===== src/sv/msd_pkg.sv =====
`timescale 1ns / 1ps
// ----------------------------------------------------------------------------
// msd_pkg
// Types and constants shared by the Manchester symbol decoder.
// ----------------------------------------------------------------------------
package msd_pkg;

    localparam int SymW   = 8;
    localparam int WordW  = 64;
    localparam int CountW = 7;
    localparam int CfgIdxW = 3;

    // configuration register indexes
    localparam logic [CfgIdxW-1:0] CFG_EXPECT_PULSE_FIRST = 3'd0;
    localparam logic [CfgIdxW-1:0] CFG_SHORT_PAUSE_CODE   = 3'd1;
    localparam logic [CfgIdxW-1:0] CFG_LONG_PAUSE_CODE    = 3'd2;
    localparam logic [CfgIdxW-1:0] CFG_SHORT_PULSE_CODE   = 3'd3;
    localparam logic [CfgIdxW-1:0] CFG_LONG_PULSE_CODE    = 3'd4;

    // reset values of the code registers
    localparam logic [SymW-1:0] RST_SHORT_PAUSE = 8'd97;
    localparam logic [SymW-1:0] RST_LONG_PAUSE  = 8'd98;
    localparam logic [SymW-1:0] RST_SHORT_PULSE = 8'd65;
    localparam logic [SymW-1:0] RST_LONG_PULSE  = 8'd66;

    typedef enum logic [1:0] {
        PH_START_PULSE = 2'd0,
        PH_START_PAUSE = 2'd1,
        PH_MID_PULSE   = 2'd2,
        PH_MID_PAUSE   = 2'd3
    } t_phase;

    typedef enum logic [1:0] {
        ST_OK       = 2'd0,
        ST_SYM_ERR  = 2'd1,
        ST_OVERFLOW = 2'd2
    } t_status;

    typedef struct packed {
        logic [SymW-1:0] symbol;
        logic            last;
    } t_sym_in;

    typedef struct packed {
        logic [WordW-1:0]  bit_word;
        logic [CountW-1:0] bit_count;
        logic [1:0]        status;
    } t_sym_out;

endpackage


===== src/sv/manchester_symbol_decoder_unit.sv =====
`timescale 1ns / 1ps
// ----------------------------------------------------------------------------
// manchester_symbol_decoder_unit
// Decodes classified pulse/pause symbols into Manchester bits, one word per
// packet.
// ----------------------------------------------------------------------------
// Usage:
//   Input channel (i_valid/o_stall, i_data) carries one symbol code per word,
//   with last set on the final symbol of a packet. Each symbol updates the
//   phase machine and bit accumulator in the cycle it is accepted.
//   Output channel (o_valid/i_stall, o_data) carries one word per packet:
//   the decoded bits right aligned, the bit count and a status.
//   Configuration port (i_cfg_valid/o_cfg_ready) writes the polarity and
//   symbol code registers; write only while no packet is in flight.
//   Throughput: one symbol per cycle while o_stall is low. The packet word
//   is registered and valid in the cycle after its last symbol is accepted.
//   While the receiver stalls a pending word, o_stall is raised and symbols
//   wait; with the result register empty or draining, symbols flow freely.
//   Reset restores the default codes, closes any open packet and empties
//   the result register.
// ----------------------------------------------------------------------------
module manchester_symbol_decoder_unit #(
    parameter int MAX_BITS = 64
) (
    input  logic                             i_clk,
    input  logic                             i_rst_n,
    input  logic                             i_valid,
    output logic                             o_stall,
    input  msd_pkg::t_sym_in                 i_data,
    output logic                             o_valid,
    input  logic                             i_stall,
    output msd_pkg::t_sym_out                o_data,
    input  logic                             i_cfg_valid,
    output logic                             o_cfg_ready,
    input  logic [msd_pkg::CfgIdxW-1:0]      i_cfg_index,
    input  logic [msd_pkg::SymW-1:0]         i_cfg_data
);

    localparam logic [msd_pkg::CountW-1:0] MaxCount = msd_pkg::CountW'(MAX_BITS);

    // configuration
    logic                      r_epf;
    logic [msd_pkg::SymW-1:0]  r_short_pause;
    logic [msd_pkg::SymW-1:0]  r_long_pause;
    logic [msd_pkg::SymW-1:0]  r_short_pulse;
    logic [msd_pkg::SymW-1:0]  r_long_pulse;

    // packet state
    msd_pkg::t_phase             r_phase, n_phase;
    logic                        r_open;
    logic [msd_pkg::WordW-1:0]   r_shift, n_shift;
    logic [msd_pkg::CountW-1:0]  r_total, n_total;
    msd_pkg::t_status            r_fault, n_fault;

    // result register
    logic                r_out_valid;
    msd_pkg::t_sym_out   r_out, n_out;

    logic                        in_acc;
    msd_pkg::t_phase             cur_phase;
    logic [msd_pkg::WordW-1:0]   cur_shift;
    logic [msd_pkg::CountW-1:0]  cur_total;
    msd_pkg::t_status            cur_fault;
    logic                        dec_append;
    logic                        dec_bit;
    logic                        dec_bad;
    logic                        pulse_bit;

    assign o_cfg_ready = 1'b1;
    assign o_stall     = r_out_valid & i_stall;
    assign in_acc      = i_valid & ~o_stall;
    assign o_valid     = r_out_valid;
    assign o_data      = r_out;
    assign pulse_bit   = r_epf;

    // first symbol of a packet starts from a clean state
    always_comb begin
        if (r_open) begin
            cur_phase = r_phase;
            cur_shift = r_shift;
            cur_total = r_total;
            cur_fault = r_fault;
        end else begin
            cur_phase = r_epf ? msd_pkg::PH_START_PULSE : msd_pkg::PH_START_PAUSE;
            cur_shift = '0;
            cur_total = '0;
            cur_fault = msd_pkg::ST_OK;
        end
    end

    // next phase
    always_comb begin
        n_phase = cur_phase;
        if (cur_fault != msd_pkg::ST_SYM_ERR) begin
            case (cur_phase)
                msd_pkg::PH_START_PULSE: begin
                    if (i_data.symbol == r_short_pulse) n_phase = msd_pkg::PH_MID_PAUSE;
                end
                msd_pkg::PH_START_PAUSE: begin
                    if (i_data.symbol == r_short_pause) n_phase = msd_pkg::PH_MID_PULSE;
                end
                msd_pkg::PH_MID_PULSE: begin
                    if (i_data.symbol == r_short_pulse)
                        n_phase = msd_pkg::PH_START_PAUSE;
                    else if (i_data.symbol == r_long_pulse)
                        n_phase = msd_pkg::PH_MID_PAUSE;
                end
                msd_pkg::PH_MID_PAUSE: begin
                    if (i_data.symbol == r_short_pause)
                        n_phase = msd_pkg::PH_START_PULSE;
                    else if (i_data.symbol == r_long_pause)
                        n_phase = msd_pkg::PH_MID_PULSE;
                end
                default: n_phase = cur_phase;
            endcase
        end
    end

    // decode outputs: append a bit or flag a bad symbol
    always_comb begin
        dec_append = 1'b0;
        dec_bit    = pulse_bit;
        dec_bad    = 1'b0;
        case (cur_phase)
            msd_pkg::PH_START_PULSE: begin
                if (i_data.symbol == r_short_pulse) dec_append = 1'b1;
                else dec_bad = 1'b1;
            end
            msd_pkg::PH_START_PAUSE: begin
                dec_bit = ~pulse_bit;
                if (i_data.symbol == r_short_pause) dec_append = 1'b1;
                else dec_bad = 1'b1;
            end
            msd_pkg::PH_MID_PULSE: begin
                if (i_data.symbol == r_short_pulse) dec_append = 1'b0;
                else if (i_data.symbol == r_long_pulse) dec_append = 1'b1;
                else dec_bad = 1'b1;
            end
            msd_pkg::PH_MID_PAUSE: begin
                dec_bit = ~pulse_bit;
                if (i_data.symbol == r_short_pause) dec_append = 1'b0;
                else if (i_data.symbol == r_long_pause) dec_append = 1'b1;
                else dec_bad = 1'b1;
            end
            default: dec_bad = 1'b1;
        endcase
    end

    // accumulator and result
    always_comb begin
        n_shift = cur_shift;
        n_total = cur_total;
        n_fault = cur_fault;
        if (cur_fault != msd_pkg::ST_SYM_ERR) begin
            if (dec_bad) begin
                n_fault = msd_pkg::ST_SYM_ERR;
            end else if (dec_append) begin
                if (cur_total >= MaxCount) begin
                    // drop the bit, keep decoding pairs
                    if (cur_fault == msd_pkg::ST_OK) n_fault = msd_pkg::ST_OVERFLOW;
                end else begin
                    n_shift = {cur_shift[msd_pkg::WordW-2:0], dec_bit};
                    n_total = cur_total + msd_pkg::CountW'(1);
                end
            end
        end
        if (n_fault == msd_pkg::ST_SYM_ERR) begin
            n_out.bit_word  = '0;
            n_out.bit_count = '0;
        end else begin
            n_out.bit_word  = n_shift;
            n_out.bit_count = n_total;
        end
        n_out.status = n_fault;
    end

    always_ff @(posedge i_clk) begin
        if (!i_rst_n) begin
            r_epf         <= 1'b1;
            r_short_pause <= msd_pkg::RST_SHORT_PAUSE;
            r_long_pause  <= msd_pkg::RST_LONG_PAUSE;
            r_short_pulse <= msd_pkg::RST_SHORT_PULSE;
            r_long_pulse  <= msd_pkg::RST_LONG_PULSE;
        end else if (i_cfg_valid && o_cfg_ready) begin
            case (i_cfg_index)
                msd_pkg::CFG_EXPECT_PULSE_FIRST: r_epf         <= i_cfg_data[0];
                msd_pkg::CFG_SHORT_PAUSE_CODE:   r_short_pause <= i_cfg_data;
                msd_pkg::CFG_LONG_PAUSE_CODE:    r_long_pause  <= i_cfg_data;
                msd_pkg::CFG_SHORT_PULSE_CODE:   r_short_pulse <= i_cfg_data;
                msd_pkg::CFG_LONG_PULSE_CODE:    r_long_pulse  <= i_cfg_data;
                default: ;
            endcase
        end
    end

    always_ff @(posedge i_clk) begin
        if (!i_rst_n) begin
            r_open      <= 1'b0;
            r_phase     <= msd_pkg::PH_START_PULSE;
            r_total     <= '0;
            r_fault     <= msd_pkg::ST_OK;
            r_out_valid <= 1'b0;
        end else begin
            if (in_acc) begin
                r_open  <= ~i_data.last;
                r_phase <= n_phase;
                r_total <= n_total;
                r_fault <= n_fault;
            end
            if (in_acc && i_data.last) begin
                r_out_valid <= 1'b1;
            end else if (!i_stall) begin
                r_out_valid <= 1'b0;
            end
        end
    end

    always_ff @(posedge i_clk) begin
        if (in_acc) begin
            r_shift <= n_shift;
        end
        if (in_acc && i_data.last) begin
            r_out <= n_out;
        end
    end

    a_err_empty: assert property (@(posedge i_clk) disable iff (!i_rst_n)
        (o_valid && o_data.status == msd_pkg::ST_SYM_ERR)
            |-> (o_data.bit_count == '0 && o_data.bit_word == '0))
        else $error("symbol error word carries bits");

    a_ovf_full: assert property (@(posedge i_clk) disable iff (!i_rst_n)
        (o_valid && o_data.status == msd_pkg::ST_OVERFLOW) |-> (o_data.bit_count == MaxCount))
        else $error("overflow word not full");

    a_total_bound: assert property (@(posedge i_clk) disable iff (!i_rst_n)
        r_total <= MaxCount)
        else $error("bit total beyond limit");

    a_last_result: assert property (@(posedge i_clk) disable iff (!i_rst_n)
        (in_acc && i_data.last) |=> o_valid)
        else $error("last symbol gave no result");

endmodule

===== config.mk =====
export PLATFORM = sky130hd
export DESIGN_NAME = manchester_symbol_decoder_unit
export DESIGN_NICKNAME = d
export VERILOG_FILES = /design/src/sv/msd_pkg.sv /design/src/sv/manchester_symbol_decoder_unit.sv
export SDC_FILE = /design/constraint.sdc
export NUM_CORES = 1
export LEC_CHECK = 0
export ABC_AREA = 0
export BUFFER_PORTS_ARGS = -buffer_cell sky130_fd_sc_hd__buf_2
export CAP_MARGIN = 30
export CORE_MARGIN = 1.5
export CORE_UTILIZATION = 41
export CTS_BUF_LIST = sky130_fd_sc_hd__clkbuf_4 sky130_fd_sc_hd__clkbuf_8
export DETAILED_ROUTE_END_ITERATION = 10
export SETUP_SLACK_MARGIN = 0.05
export SYNTH_ARGS = -nofsm -noshare
export SYNTH_HDL_FRONTEND = slang
export SYNTH_SLANG_ARGS = --single-unit

===== constraint.sdc =====
create_clock -name i_clk -period 2.9 [get_ports i_clk]
set_input_delay 0.435 -clock i_clk [delete_from_list [all_inputs] [get_ports i_clk]]
set_output_delay 0.435 -clock i_clk [all_outputs]
set_load 0.05 [all_outputs]

Word level (Yosys, flattened, before mapping)
Index checks and enable logic that the tools add are counted.
{"block": "word_totals", "register_bits": 183, "out_inout_bits": 76, "elab_cells": 88}
{"block": "classes", "n_addsub": 1, "order_cmp": 1, "eq_ne": 14, "muxes": 43, "bitwise": 5, "n_reduce_logical": 10}
{"cell": "$mux 64", "n": 5}
{"cell": "$mux 7", "n": 5}
{"cell": "$eq 8x8->1", "n": 4}
{"cell": "$mux 2", "n": 14}
{"cell": "$mux 1", "n": 16}
{"cell": "$reduce_and 2->1", "n": 5}
{"cell": "$pmux 1 s4", "n": 2}
{"cell": "$pmux 2 s4", "n": 1}
{"cell": "$add 7x1->7 const B", "n": 1}
{"cell": "$ge 7x7->1 const B", "n": 1}
{"cell": "$eq 3x2->1 const B", "n": 2}
{"cell": "$eq 2x1->1 const B", "n": 2}
{"cell": "$eq 2x2->1 const B", "n": 2}
{"cell": "$logic_not 2->1", "n": 2}
{"cell": "$ne 2x1->1 const B", "n": 2}
{"cell": "$eq 3x1->1 const B", "n": 1}
{"cell": "$eq 3x3->1 const B", "n": 1}
{"cell": "$logic_not 3->1", "n": 1}
{"cell": "$not 1->1", "n": 3}
{"cell": "$and 1x1->1", "n": 2}
{"cell": "$reduce_or 2->1", "n": 1}
{"cell": "$logic_and 1x1->1", "n": 1}

Depth between registers and ports, before layout
{"block": "depth", "word_depth": 9, "depth_mapped": 11}

Least setup slack after synthesis
OpenSTA, ideal clock, no wires.
{"block": "synth_path", "path_kind": "register to register", "from": "register r_out_valid (netlist: o_valid)", "to": "register r_out (netlist bit o_data[0]), enable pin", "setup_ns": 0.441, "arrival_ns": 2.427, "slack_ns": 0.032, "stages_incl_launch_ff": 3, "path_buffers": 0, "cell_sequence": "dfxtp_1 -> nand2_1 -> and3_1"}
{"block": "synth_via", "elab_chain_len": 4}
{"item": "from (decl)", "line": "manchester_symbol_decoder_unit.sv:56", "source": "logic r_out_valid;"}
{"item": "from (signal assigned)", "line": "manchester_symbol_decoder_unit.sv:202", "source": "r_out_valid <= 1'b0;"}
{"item": "from (signal assigned)", "line": "manchester_symbol_decoder_unit.sv:211", "source": "r_out_valid <= 1'b1;"}
{"item": "from (signal assigned)", "line": "manchester_symbol_decoder_unit.sv:213", "source": "r_out_valid <= 1'b0;"}
{"item": "$and 1x1->1", "line": "manchester_symbol_decoder_unit.sv:70", "source": "assign o_stall = r_out_valid & i_stall;"}
{"item": "$not 1->1", "line": "manchester_symbol_decoder_unit.sv:71", "source": "assign in_acc = i_valid & ~o_stall;"}
{"item": "$and 1x1->1", "line": "manchester_symbol_decoder_unit.sv:71"}
{"item": "$logic_and 1x1->1", "line": "manchester_symbol_decoder_unit.sv:222", "source": "if (in_acc && i_data.last) begin"}
{"item": "to (signal assigned)", "line": "manchester_symbol_decoder_unit.sv:223", "source": "r_out <= n_out;"}
{"item": "to (decl)", "line": "manchester_symbol_decoder_unit.sv:57", "source": "msd_pkg::t_sym_out r_out, n_out;"}
Every way passes these cells.
A chain may end at the register's enable or synchronous reset.

Final worst setup path
{"block": "layout_path", "from": "register r_long_pulse[6] (netlist bit)", "to": "register r_shift[45] (netlist bit) (data pin)"}
{"block": "layout_via", "elab_chain_len": 7, "elab_cells_between_ends": 10, "classes_between": "eq/ne: 1; mux: 9"}
{"item": "from (decl)", "line": "manchester_symbol_decoder_unit.sv:46", "source": "logic [msd_pkg::SymW-1:0] r_long_pulse;"}
{"item": "from (signal assigned)", "line": "manchester_symbol_decoder_unit.sv:183", "source": "r_long_pulse <= msd_pkg::RST_LONG_PULSE;"}
{"item": "from (signal assigned)", "line": "manchester_symbol_decoder_unit.sv:190", "source": "msd_pkg::CFG_LONG_PULSE_CODE: r_long_pulse <= i_cfg_data;"}
{"item": "$eq 8x8->1 (*)", "line": "manchester_symbol_decoder_unit.sv:136", "source": "else if (i_data.symbol == r_long_pulse) dec_append = 1'b1;"}
{"item": "$mux 1", "line": "manchester_symbol_decoder_unit.sv:136"}
{"item": "$mux 1", "line": "manchester_symbol_decoder_unit.sv:135", "source": "if (i_data.symbol == r_short_pulse) dec_append = 1'b0;"}
{"item": "$pmux 1 s4", "line": "manchester_symbol_decoder_unit.sv:124", "source": "case (cur_phase)"}
{"item": "$mux 64", "line": "manchester_symbol_decoder_unit.sv:157", "source": "end else if (dec_append) begin"}
{"item": "$mux 64 (*)", "line": "manchester_symbol_decoder_unit.sv:155", "source": "if (dec_bad) begin"}
{"item": "$mux 64 (*)", "line": "manchester_symbol_decoder_unit.sv:154", "source": "if (cur_fault != msd_pkg::ST_SYM_ERR) begin"}
{"item": "named net n_shift, one bit", "line": "manchester_symbol_decoder_unit.sv:51", "source": "logic [msd_pkg::WordW-1:0] r_shift, n_shift;"}
{"item": "to (signal assigned)", "line": "manchester_symbol_decoder_unit.sv:220", "source": "r_shift <= n_shift;"}
{"item": "to (decl)", "line": "manchester_symbol_decoder_unit.sv:51"}
Mark *: on every way through the listed nets, which the timed path passes. The rest lies on a longest branch.

==> summary.txt <==
Yosys
  • Primary FF master, synth: edfxtp_1
  • Number of flops mapped to enable cells by yosys: 137
  • Post-synthesis cell count: 657
  • Synthesis warning total: 0
  • Synthesized flop and latch total: 183
  • Post-synth top area cell: edfxtp_1
  • Synth area leaders: edfxtp_1 (51%), dfxtp_1 (11%), a22o_1 (11%)
  • Mapped Area: 8074 um2
  • Synthesized net count: 683
  • Synth Area per Inst: 12.29 um2
  • Sequential share of the synthesized area: 62.36%
  • Asr flop ratio synth: 0%
  • Distinct cells, synth: 52
  • Synth top area share: 50.95%

CTS
  • Clock latency on the worst-skew pair: 0.47 ns
  • Cts hold-fix bufs: 0
  • Clk slew on worst S/H paths: 0.10 ns
  • Setup Buffers After CTS: 0
  • CTS tree: yes
  • H-tree Lvls: 4
  • Post-CTS resize count: 0
  • CTS Root Cell: clkbuf_8
  • Clk sinks: 183
  • CTS max path bufs: 2
  • TritonCTS buffer count: 17

Placed design
  • GP Congestion: 0.8456
  • Place WS: 0.1366 ns
  • Buffers on Ports: 99
  • DP HPWL: 10.66 mm

Drt
  • Via count: 5,509
  • Remaining antenna violation count: 0
  • Routed wire length per instance: 16.34 um
  • DRC viols: 0
  • Total wire length: 16.67 mm
  • Avg Vias per Cell: 5.401
  • Starting DRC count in detailed routing: 390
  • Drt first pass iters: 5

Floorplanning
  • Chip height: 143.3 um
  • Die area: 20,540 um2
  • Area of the core: 19,400 um2
  • Die Wd: 143.3 um
  • Starting density of the core: 41.62%
  • I/O Pins: 101
  • # rows: 51

Global routing
  • Pin count of the biggest net entering global routing: 65
  • Grt ovf: 0
  • Vias in the first global route: 5,149
  • Gr usage total: 16.54%
  • Initial antenna violation count: 0
  • First-pass GRT wire length: 26.41 mm

Pwr
  • Int Power: 3.707 mW
  • Static Leakage: 3.445 nW
  • Peak supply drop: 267.8 uV
  • Pwr Total: 5.126 mW
  • NetSw: 1.419 mW
  • Switching share of power: 27.67%
  • Clock power frac: 31.4%
  • Cell Pwr Density: 557.7 nW/um2
  • Comb pwr share: 9.8%
  • Sequential power share: 58.7%

Timing
  • Final Slew Violations: 0
  • Tmin final: 2.581 ns
  • Final hold vios: 0
  • Total negative slack: 0 ns
  • Slew Limit Headroom: 38.67%
  • Max Clock Freq: 0.3874 GHz
  • Fin crit share: 89.00%
  • RSZ-0062 raised after global routing: false
  • Final setup fails: 0
  • Setup ws final: 0.3189 ns
  • Worst Skew: 0.01651 ns
  • Actual slew at the worst max-slew pin: 0.9171 ns

Worst setup path
  • Bufs and invs on worst path: 1
  • Worst Setup End Kind: flop
  • Cell at the slowest stage of the critical path: a21oi_1
  • CP top delay family: compound AO/OA/AOI/OAI gates
  • CP Class: reg2reg
  • Req. time, crit path: 3.12 ns
  • Crit path cell chain: xnor2_1 > nand4_1 > nor4_4 > a32oi_2 > a21oi_1 > a21oi_4 > buf_12 > a22o_1
  • Critical path arrival: 2.80 ns
  • CP Max Fanout: 48
  • Crit start category: flop
  • Max stage delay on crit path: 0.42 ns

Outcome
  • Status: complete, no violations

Layout
  • NumNets Final: 768
  • ANT cells: 0
  • Layout cells sized above 1: 21.46%
  • Area growth, synth to finish: 13.82%
  • FF/Latch Area: 5035 um2
  • Multi-input gate area: 2763 um2
  • Fillers: 1,802

Job
  • Max Cap Violations: 0

Hold path
  • Hold WC Path Type: in2reg
## through the flow
| step | std cells | instance area (um2) | util, % | hold WS [ns] |
|---|---|---|---|---|
| after detailed placement | 988 | 8822 | 45.48 | 0.4586 |
| after global placement | 988 | 8822 | 45.48 | 0.4561 |
| after global routing | 1020 | 9190 | 47.37 | 0.2006 |
| final | 1020 | 9190 | 47.37 | 0.2274 |
| after CTS | 1020 | 9190 | 47.37 | 0.1934 |
| after floorplan | 657 | 8075 | - | 0.4481 |
## final cells by class
type,instances,share of cell area (%)
well taps,265,3.608
clock inverters,15,1.457
multi-input cells,419,30.06
clock buffers,17,2.546
repair buffers,113,7.216
flip-flops and latches,183,54.79
inverters,8,0.3268
## path summary, 6_finish.rpt
path / slack [ns] / cells past startpoint / endpoint / start
max: 0.32 / 8 / r_shift[45]$_DFFE_PP_ / r_long_pulse[6]$_SDFFE_PN1P_
min: 0.23 / 3 / r_long_pause[1]$_SDFFE_PN1P_ / i_cfg_data[1]
max reg2reg: 0.32 / 8 / r_shift[45]$_DFFE_PP_ / r_long_pulse[6]$_SDFFE_PN1P_
min reg2reg: 0.47 / 2 / r_short_pulse[7]$_SDFFE_PN0P_ / r_short_pulse[7]$_SDFFE_PN0P_
## logic make-up (layout without fill, tap and decap cells)
family | after synthesis | in the layout | share of synthesized area, %
mux | 18 | 18 | 2.231
compound gates | 173 | 173 | 16.57
buf+inv | 55 | 153 | 3.735
simple gates | 190 | 190 | 11.00
fa+ha+maj | 1 | 1 | 0.1549
other cells | 1 | 1 | 0.04645
flops | 183 | 183 | 62.36
xor+xnor | 36 | 36 | 3.905
## power groups by stage
stage                     clock network (mW)  registers (mW)  logic [mW]
after floorplan                            0            3.18       0.248
after global placement                     0            3.07       0.496
after detailed placement                   0            3.07       0.504
after CTS                               1.66            3.01       0.507
after global routing                    1.77            3.03       0.542
final                                   1.61            3.01       0.504
## worst register-to-register path: cells and delay by family (launching register included)
kind	cells	cell delay [ns]
AOI/OAI and AO/OA	4	0.96
and+or+nand+nor	2	0.58
DFF	1	0.34
xor gates and xnor gates	1	0.26
buffers and inverters	1	0.20
## synthesized netlist by cell type, types with 2 or more instances
cell / count
edfxtp_1: 137
a22o_1: 97
nand2_1: 85
nor2_1: 47
dfxtp_1: 46
a21oi_1: 36
xnor2_1: 27
buf_2: 19
mux2i_1: 18
nand3_1: 18
clkbuf_1: 16
nand4_1: 11
xor2_1: 9
buf_6: 7
inv_1: 7
o21ai_0: 7
a211oi_1: 5
a31oi_1: 5
and3_1: 5
buf_4: 5
nor3_1: 5
a21oi_2: 4
and2_1: 4
nor4_4: 3
a21o_1: 2
a22oi_1: 2
a32o_1: 2
nand3b_1: 2
or2_2: 2
or4_1: 2
## cells in the final DEF (no fill, tap or decap), types with 3 or more instances in the layout
cell,synthesis,layout
dfxtp_1,46,46
buf_4,5,9
inv_6,0,6
xnor2_1,27,27
a22o_1,97,97
nor4_4,3,3
o21ai_0,7,7
edfxtp_1,137,137
clkinv_2,0,3
and3_1,5,4
nor3_1,5,5
inv_1,7,6
xor2_1,9,9
and2_1,4,4
nor2_1,47,47
inv_8,0,3
nand2_1,85,85
buf_2,19,99
a211oi_1,5,5
mux2i_1,18,18
buf_12,0,5
a31oi_1,5,5
clkbuf_8,0,17
nand3_1,18,18
nand4_1,11,11
a21oi_1,36,36
## layer usage
layer / wire, um / vias to the layer above / GRT usage (%) / part of all wire [%]
li1: - / 2634 / - / -
met1: 7959 / 2714 / 23.10 / 48
met2: 7796 / 153 / 25.83 / 47
met3: 783 / 8 / 3.865 / 4.7
met4: 129 / 0 / 4.726 / 0.77
met5: 0 / - / 0 / 0
## registers in the layout (all words and copies together), names as in the netlist
signal and count:
r_long_pulse 8, r_total 7, r_phase 2, pulse_bit 1
r_short_pulse 8, r_short_pause 8, r_long_pause 8, r_shift 64
o_data 73, r_fault 2, o_valid 1, r_open 1
No activity file was read; power rests on OpenSTA's default activity.
